File: config.mk
export PLATFORM = sky130hd
export DESIGN_NAME = task_time_profiler_unit
export DESIGN_NICKNAME = d
export VERILOG_FILES = /design/src/rtl/ttp_pkg.sv /design/src/rtl/ttp_frac.sv /design/src/rtl/ttp_timebase.sv /design/src/rtl/ttp_task_table.sv /design/src/rtl/task_time_profiler_unit.sv
export SDC_FILE = /design/constraint.sdc
export NUM_CORES = 1
export LEC_CHECK = 0
export BUFFER_PORTS_ARGS = -buffer_cell sky130_fd_sc_hd__buf_2
export CORE_ASPECT_RATIO = 2
export CORE_MARGIN = 4
export CORE_UTILIZATION = 55
export DETAILED_ROUTE_END_ITERATION = 12
export PLACE_DENSITY_LB_ADDON = 0.12
export RECOVER_POWER = 100
export SYNTH_ARGS = -nofsm -noshare
export SYNTH_HDL_FRONTEND = slang
export SYNTH_SLANG_ARGS = --single-unit
File: constraint.sdc
create_clock -name i_clk -period 9.2 [get_ports i_clk]
set_clock_uncertainty 0.1 [all_clocks]
set_input_delay 0.46 -clock i_clk [delete_from_list [all_inputs] [get_ports i_clk]]
set_output_delay 0.46 -clock i_clk [all_outputs]
set_load 0.01 [all_outputs]
File: src/rtl/ttp_pkg.sv
// Shared types and constants for the task time profiler.
`default_nettype none

package ttp_pkg;

    localparam int TIMER_PERIOD = 7500;
    localparam int TASKS = 4;
    localparam int TASK_IW = (TASKS > 1) ? $clog2(TASKS) : 1;
    localparam logic [4:0] TASK_LIMIT = 5'(TASKS);

    localparam logic [31:0] US_PER_MS = 32'd1000;
    localparam logic [7:0] SLOW_RESET = 8'd10;

    localparam int FRAC_W = 13;
    localparam int FRAC_SHIFT = 30;
    localparam int FRAC_PROD_W = FRAC_SHIFT + FRAC_W;
    localparam longint FRAC_MULT =
        ((longint'(1000) << FRAC_SHIFT) + longint'(TIMER_PERIOD) - 1) / longint'(TIMER_PERIOD);
    localparam logic [FRAC_W-1:0] FRAC_FULL = FRAC_W'(1000);

    localparam logic [1:0] KIND_TICK = 2'd0;
    localparam logic [1:0] KIND_START = 2'd1;
    localparam logic [1:0] KIND_END = 2'd2;

    localparam int CFG_ADDR_W = 3;
    localparam logic [0:0] REG_TICKS_PER_SLOW = 1'b0;

    typedef struct packed {
        logic [1:0]  kind;
        logic [3:0]  task_id;
        logic [12:0] timer_count;
        logic        match_pending;
    } t_in_word;

    typedef struct packed {
        logic [31:0] timestamp_us;
        logic [31:0] task_time;
        logic [31:0] peak_time;
        logic        slow_period_due;
        logic        accepted;
    } t_out_word;

    typedef struct packed {
        logic [31:0] timestamp_us;
        logic        slow_period_due;
    } t_time_info;

    typedef struct packed {
        logic        valid;
        logic [1:0]  kind;
        logic [3:0]  task_id;
        logic [31:0] timestamp_us;
    } t_task_req;

    typedef struct packed {
        logic [31:0] task_time;
        logic [31:0] peak_time;
        logic        accepted;
    } t_task_rsp;

endpackage

`default_nettype wire

File: src/rtl/ttp_frac.sv
// Sub-millisecond fraction of the timestamp from the sampled timer count.
`default_nettype none

module ttp_frac (
    input  var ttp_pkg::t_in_word              i_word,
    output logic [ttp_pkg::FRAC_W-1:0]         o_frac
);

    logic [ttp_pkg::FRAC_PROD_W-1:0] w_prod;

    assign w_prod = ttp_pkg::FRAC_PROD_W'(i_word.timer_count)
                  * ttp_pkg::FRAC_PROD_W'(ttp_pkg::FRAC_MULT);

    assign o_frac = i_word.match_pending ? ttp_pkg::FRAC_FULL
                                         : w_prod[ttp_pkg::FRAC_SHIFT +: ttp_pkg::FRAC_W];

endmodule

`default_nettype wire

File: src/rtl/ttp_timebase.sv
// Millisecond timebase, slow-period divider and timestamp adder.
`default_nettype none

module ttp_timebase (
    input  var logic                           i_clk,
    input  var logic                           i_rst_n,
    input  var logic                           i_advance,
    input  var logic                           i_tick,
    input  var logic [ttp_pkg::FRAC_W-1:0]     i_frac,
    input  var logic [7:0]                     i_ticks_per_slow,
    output ttp_pkg::t_time_info                o_time
);

    logic [31:0] r_ms_us;
    logic [31:0] r_ms_us_next;
    logic [7:0]  r_sub;
    logic [7:0]  n_sub;
    logic [31:0] w_base;
    logic        w_wrap;

    assign n_sub  = r_sub + 8'd1;
    assign w_wrap = (n_sub >= i_ticks_per_slow);
    assign w_base = i_tick ? r_ms_us_next : r_ms_us;

    assign o_time.timestamp_us    = w_base + 32'(i_frac);
    assign o_time.slow_period_due = i_tick && w_wrap;

    always_ff @(posedge i_clk) begin
        if (!i_rst_n) begin
            r_ms_us      <= '0;
            r_ms_us_next <= ttp_pkg::US_PER_MS;
            r_sub        <= '0;
        end else if (i_advance && i_tick) begin
            r_ms_us      <= r_ms_us_next;
            r_ms_us_next <= r_ms_us_next + ttp_pkg::US_PER_MS;
            r_sub        <= w_wrap ? 8'd0 : n_sub;
        end
    end

endmodule

`default_nettype wire

File: src/rtl/ttp_task_table.sv
// Per-task start times and peak execution times.
`default_nettype none

module ttp_task_table (
    input  var logic                i_clk,
    input  var logic                i_rst_n,
    input  var ttp_pkg::t_task_req  i_req,
    output ttp_pkg::t_task_rsp      o_rsp
);

    logic [31:0] r_start [ttp_pkg::TASKS];
    logic [31:0] r_peak  [ttp_pkg::TASKS];

    logic [ttp_pkg::TASK_IW-1:0] w_idx;
    logic        w_is_start;
    logic        w_is_end;
    logic        w_hit;
    logic [31:0] w_diff;
    logic [31:0] w_peak_new;

    assign w_idx      = i_req.task_id[ttp_pkg::TASK_IW-1:0];
    assign w_is_start = (i_req.kind == ttp_pkg::KIND_START);
    assign w_is_end   = (i_req.kind == ttp_pkg::KIND_END);
    assign w_hit      = (w_is_start || w_is_end) && ({1'b0, i_req.task_id} < ttp_pkg::TASK_LIMIT);
    assign w_diff     = i_req.timestamp_us - r_start[w_idx];
    assign w_peak_new = (w_is_end && (w_diff > r_peak[w_idx])) ? w_diff : r_peak[w_idx];

    assign o_rsp.accepted  = w_hit;
    assign o_rsp.task_time = (w_hit && w_is_end) ? w_diff : 32'd0;
    assign o_rsp.peak_time = w_hit ? w_peak_new : 32'd0;

    always_ff @(posedge i_clk) begin
        if (!i_rst_n) begin
            for (int i = 0; i < ttp_pkg::TASKS; i++) begin
                r_start[i] <= '0;
                r_peak[i]  <= '0;
            end
        end else if (i_req.valid && w_hit) begin
            if (w_is_start) begin
                r_start[w_idx] <= i_req.timestamp_us;
            end
            r_peak[w_idx] <= w_peak_new;
        end
    end

endmodule

`default_nettype wire

File: src/rtl/task_time_profiler_unit.sv
// Task time profiler top level: input stage, config register, output register.
//
// Input channel: i_in_valid / o_in_stall carry one word per item: a millisecond
// tick, a task start or a task end, with task index and sampled timer count.
// Output channel: o_out_valid / i_out_stall return one word per item with the
// microsecond timestamp, task time, peak time, slow-period flag and accept flag.
// Configuration: APB-style port, one register (ticks per slow period) at
// byte address 0; write it only while no item is in flight.
// Path: an accepted word loads the input register; its result then loads the
// result register, which drives the output.
// Throughput: one word per cycle unless the receiver stalls; the timestamp adder
// and the task table update form the single stage between the two registers.
// Reset: millisecond and sub-tick counters, start and peak tables clear to
// zero, the register returns to 10, and both channels empty.
// Stall: while the receiver stalls, the result holds; the input register
// keeps one more word, after which o_in_stall rises until the output drains.
`default_nettype none

module task_time_profiler_unit (
    input  var logic                                i_clk,
    input  var logic                                i_rst_n,
    input  var logic                                i_in_valid,
    output logic                                    o_in_stall,
    input  var ttp_pkg::t_in_word                   i_in_word,
    output logic                                    o_out_valid,
    input  var logic                                i_out_stall,
    output ttp_pkg::t_out_word                      o_out_word,
    input  var logic                                psel,
    input  var logic                                penable,
    input  var logic                                pwrite,
    input  var logic [ttp_pkg::CFG_ADDR_W-1:0]      paddr,
    input  var logic [31:0]                         pwdata,
    output logic [31:0]                             prdata,
    output logic                                    pready
);

    logic                          r_s1_valid;
    ttp_pkg::t_in_word             r_s1_word;
    logic [ttp_pkg::FRAC_W-1:0]    r_s1_frac;
    logic                          r_out_valid;
    ttp_pkg::t_out_word            r_out_word;
    ttp_pkg::t_out_word            n_out_word;
    logic [7:0]                    r_ticks_per_slow;

    logic [ttp_pkg::FRAC_W-1:0]    w_frac;
    logic                          w_advance;
    logic                          w_load;
    logic                          w_tick;
    logic                          w_cfg_sel;
    ttp_pkg::t_time_info           w_time;
    ttp_pkg::t_task_req            w_req;
    ttp_pkg::t_task_rsp            w_rsp;

    assign w_advance  = r_s1_valid && (!r_out_valid || !i_out_stall);
    assign w_load     = !r_s1_valid || w_advance;
    assign o_in_stall = r_s1_valid && !w_advance;
    assign w_tick     = (r_s1_word.kind == ttp_pkg::KIND_TICK);

    assign pready    = 1'b1;
    assign w_cfg_sel = (paddr[ttp_pkg::CFG_ADDR_W-1:2] == ttp_pkg::REG_TICKS_PER_SLOW);
    assign prdata    = w_cfg_sel ? {24'd0, r_ticks_per_slow} : 32'd0;

    ttp_frac u_frac (
        .i_word (i_in_word),
        .o_frac (w_frac)
    );

    ttp_timebase u_timebase (
        .i_clk            (i_clk),
        .i_rst_n          (i_rst_n),
        .i_advance        (w_advance),
        .i_tick           (w_tick),
        .i_frac           (r_s1_frac),
        .i_ticks_per_slow (r_ticks_per_slow),
        .o_time           (w_time)
    );

    assign w_req.valid        = w_advance;
    assign w_req.kind         = r_s1_word.kind;
    assign w_req.task_id      = r_s1_word.task_id;
    assign w_req.timestamp_us = w_time.timestamp_us;

    ttp_task_table u_task_table (
        .i_clk   (i_clk),
        .i_rst_n (i_rst_n),
        .i_req   (w_req),
        .o_rsp   (w_rsp)
    );

    always_comb begin
        n_out_word.timestamp_us    = w_time.timestamp_us;
        n_out_word.task_time       = w_rsp.task_time;
        n_out_word.peak_time       = w_rsp.peak_time;
        n_out_word.slow_period_due = w_time.slow_period_due;
        n_out_word.accepted        = w_rsp.accepted;
    end

    always_ff @(posedge i_clk) begin
        if (!i_rst_n) begin
            r_ticks_per_slow <= ttp_pkg::SLOW_RESET;
        end else if (psel && penable && pwrite && pready && w_cfg_sel) begin
            r_ticks_per_slow <= pwdata[7:0];
        end
    end

    always_ff @(posedge i_clk) begin
        if (!i_rst_n) begin
            r_s1_valid <= 1'b0;
        end else if (w_load) begin
            r_s1_valid <= i_in_valid;
        end
    end

    always_ff @(posedge i_clk) begin
        if (w_load && i_in_valid) begin
            r_s1_word <= i_in_word;
            r_s1_frac <= w_frac;
        end
    end

    always_ff @(posedge i_clk) begin
        if (!i_rst_n) begin
            r_out_valid <= 1'b0;
        end else if (w_advance) begin
            r_out_valid <= 1'b1;
        end else if (!i_out_stall) begin
            r_out_valid <= 1'b0;
        end
    end

    always_ff @(posedge i_clk) begin
        if (w_advance) begin
            r_out_word <= n_out_word;
        end
    end

    assign o_out_valid = r_out_valid;
    assign o_out_word  = r_out_word;

`ifndef NO_ASSERTIONS
    a_s1_hold: assert property (@(posedge i_clk) disable iff (!i_rst_n)
        r_s1_valid && !w_advance |=> r_s1_valid && $stable(r_s1_word))
        else $error("input stage lost or changed a blocked word");

    a_stall_only_full: assert property (@(posedge i_clk) disable iff (!i_rst_n)
        o_in_stall |-> r_s1_valid && r_out_valid && i_out_stall)
        else $error("input stalled without a full pipeline");

    a_due_on_tick: assert property (@(posedge i_clk) disable iff (!i_rst_n)
        w_advance && n_out_word.slow_period_due |-> r_s1_word.kind == ttp_pkg::KIND_TICK)
        else $error("slow period flag on a task word");

    a_accept_kind: assert property (@(posedge i_clk) disable iff (!i_rst_n)
        w_advance && n_out_word.accepted
            |-> r_s1_word.kind == ttp_pkg::KIND_START || r_s1_word.kind == ttp_pkg::KIND_END)
        else $error("accepted flag on a tick or unused kind");

    a_reject_clean: assert property (@(posedge i_clk) disable iff (!i_rst_n)
        w_advance && !n_out_word.accepted
            |-> n_out_word.task_time == 32'd0 && n_out_word.peak_time == 32'd0)
        else $error("rejected word carries task timing");

    a_peak_bound: assert property (@(posedge i_clk) disable iff (!i_rst_n)
        w_advance && n_out_word.accepted |-> n_out_word.peak_time >= n_out_word.task_time)
        else $error("peak below current task time");
`endif

endmodule

`default_nettype wire

==> metrics list <==
* Met3 GRT Util: 2.15%
- Layout area overhead: 9.70%
* Post-detailed-route count of antenna-violating nets: 0
- For the worst-skew pair, the clock arrives at the later sink with an insertion delay of about 0.55 ns.
- Ys flop type: sky130_fd_sc_hd__edfxtp_1
* Post-synthesis instance area: 24400 um2
* CP Capture Type: flop
- 0 antenna diodes ended up in the layout.
- CTS clock-pin slew for the worst setup and hold paths: 0.06 ns
* Least-Margin Pin Slew: approximately 3.4 ns
* Number of synthesized flops with an enable pin: 371
- Using the TritonRoute via totals, the vias-per-cell ratio works out to 5.77.
* Last weighted congestion value of the routability-driven placer: just under 0.9
- Clock tree synthesis inserted a total of 40 buffers.
- After floorplanning, the core was divided into approximately 110 placement rows.
* First-pass GRT wire length: between 90000 and 100000 um
* Largest fanout on the critical path: 30
- Largest voltage drop on the vdd net: 0.132 mV
- Maximum number of pins on one net before global-route repair: 80
- The layout has 3712 filler cells.
- Die extent in y: 306 um
- The cell sitting at the root of the clock tree is a sky130_fd_sc_hd__clkbuf_16.
- Post-synth ARST share: 0%
* Met2 demand-to-capacity share in global routing: 47.1%
* Class of the tightest hold or removal check: in -> reg
- Number of cells after detailed placement: 2818
- Setup violations remaining at the end of the flow were counted as 0.
- Data required, critical path: 9.37 ns
- Number of ports placed on the die boundary: ~200
- Number of post-CTS setup repair buffers: 0
* Max-cap violations: 12
* Met1 routing resource usage after global routing: 27.1%
* Maximum level of the CTS H-tree: 2
- Total grt overflow: 0
- Max frequency: 0.114 GHz
* Status: complete, but fails checks
- Net total in the final layout: between 2000 and 3000
- Sum Neg Setup Slack: 0 ns
- Critical path launch point type: flop
- Max Slew Vio Count: 460
* Yosys top cell area share: a little under half
- Static Leak: 10.6 nW
- Clock sink total: 449
- Of all cell types, the one taking the most synthesized area is sky130_fd_sc_hd__edfxtp_1.
- Dividing the final minimum period by the clock period gives 95.2%.
- The checks that failed: max-capacitance violations, max-slew violations.
- Critical Path Slowest Stage Cell: sky130_fd_sc_hd__nor3_1
* Mean post-synth cell area: between 10 and 15 um2
- After detailed routing, the average wire length per cell comes to 20.4 um.
* Post-synthesis cell count: 2189
- Detailed placer's ending HPWL: ~42000 um
* Leading post-synthesis cells by cell area: sky130_fd_sc_hd__edfxtp_1, sky130_fd_sc_hd__ha_1, sky130_fd_sc_hd__dfxtp_1
* Via count of the first global-routing pass: 17400
* R2r setup slk: 0.44 ns
* Number of detailed-routing iterations run before antenna repair: 7
* Rel. slew slack: -128%
- Layout Cell Area excl Fill: 26800 um2
* Final instance count without filler cells: between 2000 and 3000
- The critical path in this run is classified as reg -> reg.
- During placement, the flow inserted port buffers numbering 143.
* Chip Width: 157 um
- The clock passes through at most 3 buffers.
- Most frequent cells in the layout: sky130_fd_sc_hd__edfxtp_1, sky130_fd_sc_hd__nor2_1, sky130_fd_sc_hd__nand2_1, sky130_fd_sc_hd__inv_1, sky130_fd_sc_hd__ha_1
- Die Area: 48100 um2
* Endpoint arrival time on the critical path: 8.93 ns
* Effective utilization at floorplan: 55.5%
* Total power draw: between 5 and 6 mW
- Once placement finished, the instance area stood at 25600 um2.
- The Yosys step of the flow raised 0 warnings.
- Number of library cell types mapped by synthesis: 83
- Min cycle time layout: 8.76 ns
- FF+latch count, synth: 449
- Max incr delay on CP: 0.58 ns
- Hold is met by about 0.041 ns.
* Antenna violations before repair: 0
- Global routing consumed, over all layers together, 24.5% of the routing resources.
- WL final: 58900 um
* Share of cells above drive strength 1: 9.40%
- After floorplanning, the core was sized to cover 44100 um2.
- Highest-utilization routing layer at the global route stage: met2
- TritonCTS clock tree: yes
- For this block, the initial DRC count from the detailed router was just under 900.
- DR DRC count: 0
- Leaving out fill and tap cells, the most frequent cell in the layout is sky130_fd_sc_hd__edfxtp_1.
- Endpoints failing hold: 0
- In this run the power density over the cells is 190 nW/um2.
* Sequential element share of the synthesized area: 52.0%
* Via count: ~17000
[path summary, 6_finish.rpt]
kind	endpoint	cells past startpoint	from
min reg2reg	u_timebase.r_ms_us[18]	2	u_timebase.r_ms_us[18]
max reg2reg	u_task_table.r_peak[0][26]	32	r_s1_word[18]
max	u_task_table.r_peak[0][26]	32	r_s1_word[18]
min	r_ticks_per_slow[3]	3	pwdata[3]
[metal layers]
metal / share of wire, % / vias up
met2: 56 / 500
met4: 4.4 / 0
met5: 0 / -
li1: - / 7925
met1: 35 / 8135
met3: 4.5 / 137
[worst max-delay path, delay by kind of cell, from the launching register on]
kind | cells | cell delay, ns
muxes | 1 | 0.26
and+or+nand+nor | 12 | 2.95
AOI/OAI and AO/OA | 8 | 1.99
DFF | 1 | 0.40
xor gates and xnor gates | 2 | 0.57
adders and majority gates | 5 | 1.53
buffers and inverters | 4 | 0.66
[metrics by stage]
step                      worst slack (ns)  utilization, %
after floorplan                      0.534               -
after global placement               0.490            58.2
after detailed placement             0.272            58.2
after CTS                            0.251            61.4
after global routing               -0.0194            60.9
final                                0.438            60.9
[cells by family (layout without fill, tap and decap cells)]
family / after synthesis / after routing / synth area share, %
AO/OA/AOI/OAI: 303 / 303 / 8.54
XOR/XNOR: 104 / 104 / 3.90
adder cells (fa/ha/maj): 163 / 163 / 8.83
buffers and inverters: 286 / 414 / 4.93
flip-flops: 449 / 449 / 52.0
multiplexers: 101 / 101 / 7.33
other: 2 / 25 / 0.0307
AND/OR/NAND/NOR: 781 / 781 / 14.5
[final cells by class]
| type | instances | area (um2) | share of cell area (%) |
|---|---|---|---|
| Clock buffer | 54 | 1120 | 4.18 |
| Inverter | 162 | 608 | 2.27 |
| Tap cell | 555 | 694 | 2.59 |
| Timing Repair Buffer | 179 | 790 | 2.94 |
| Sequential cell | 449 | 12700 | 47.4 |
| Multi-Input combinational cell | 1477 | 10700 | 39.8 |
| Clock inverter | 19 | 236 | 0.882 |
[state kept, by name, summed over array words and instances (netlist names), named ones only]
| signal | count |
|---|---|
| u_timebase.r_ms_us | 29 |
| r_s1_word | 6 |
| u_task_table.r_start | 128 |
| o_out_word | 98 |
| u_timebase.r_ms_us_next | 29 |
| r_s1_frac | 11 |
| o_out_valid | 1 |
| u_timebase.r_sub | 8 |
| r_ticks_per_slow | 8 |
| r_s1_valid | 1 |
| u_task_table.r_peak | 128 |
[cells in the mapped netlist, types with 3 or more instances]
| cell | count |
|---|---|
| sky130_fd_sc_hd__nand3_1 | 49 |
| sky130_fd_sc_hd__o211ai_1 | 10 |
| sky130_fd_sc_hd__a21o_1 | 36 |
| sky130_fd_sc_hd__o21a_1 | 9 |
| sky130_fd_sc_hd__a21oi_4 | 3 |
| sky130_fd_sc_hd__buf_4 | 28 |
| sky130_fd_sc_hd__o21bai_1 | 7 |
| sky130_fd_sc_hd__fa_1 | 16 |
| sky130_fd_sc_hd__nand4_1 | 14 |
| sky130_fd_sc_hd__nor2b_1 | 14 |
| sky130_fd_sc_hd__o21ai_1 | 3 |
| sky130_fd_sc_hd__or3_1 | 14 |
| sky130_fd_sc_hd__ha_1 | 147 |
| sky130_fd_sc_hd__buf_1 | 9 |
| sky130_fd_sc_hd__a31oi_1 | 8 |
| sky130_fd_sc_hd__nand2b_1 | 10 |
| sky130_fd_sc_hd__a211oi_1 | 12 |
| sky130_fd_sc_hd__dfxtp_1 | 78 |
| sky130_fd_sc_hd__xor2_1 | 32 |
| sky130_fd_sc_hd__a31o_2 | 3 |
| sky130_fd_sc_hd__nand3b_1 | 8 |
| sky130_fd_sc_hd__inv_1 | 162 |
| sky130_fd_sc_hd__clkbuf_1 | 76 |
| sky130_fd_sc_hd__o21ai_0 | 53 |
| sky130_fd_sc_hd__mux4_2 | 60 |
| sky130_fd_sc_hd__mux2i_1 | 25 |
| sky130_fd_sc_hd__nor3_1 | 21 |
| sky130_fd_sc_hd__or2_2 | 4 |
| sky130_fd_sc_hd__a21oi_1 | 80 |
| sky130_fd_sc_hd__a22oi_1 | 3 |
| sky130_fd_sc_hd__buf_2 | 9 |
| sky130_fd_sc_hd__a21boi_0 | 40 |
| sky130_fd_sc_hd__xnor2_1 | 68 |
| sky130_fd_sc_hd__mux2_2 | 15 |
| sky130_fd_sc_hd__nand2_1 | 199 |
| sky130_fd_sc_hd__and3_1 | 65 |
| sky130_fd_sc_hd__nor2_1 | 326 |
| sky130_fd_sc_hd__nor4_1 | 4 |
| sky130_fd_sc_hd__and2_1 | 38 |
| sky130_fd_sc_hd__edfxtp_1 | 371 |
[timing repair]
action | CTS | global route
setup endpoints to repair | 0 | 160
hold buffers | 4 | 0
gates resized for setup | 0 | 3
hold endpoints to repair | 4 | 0
[report_power, final]
group | internal, mW | total, mW | switching, mW | leakage [nW]
Combinational | 0.385 | 1.01 | 0.624 | 5.53
Clock | 1.00 | 1.76 | 0.755 | 0.667
Sequential | 2.28 | 2.32 | 0.0398 | 4.38
Total | 3.67 | 5.09 | 1.42 | 10.6
No activity file was read; power rests on OpenSTA's default activity.
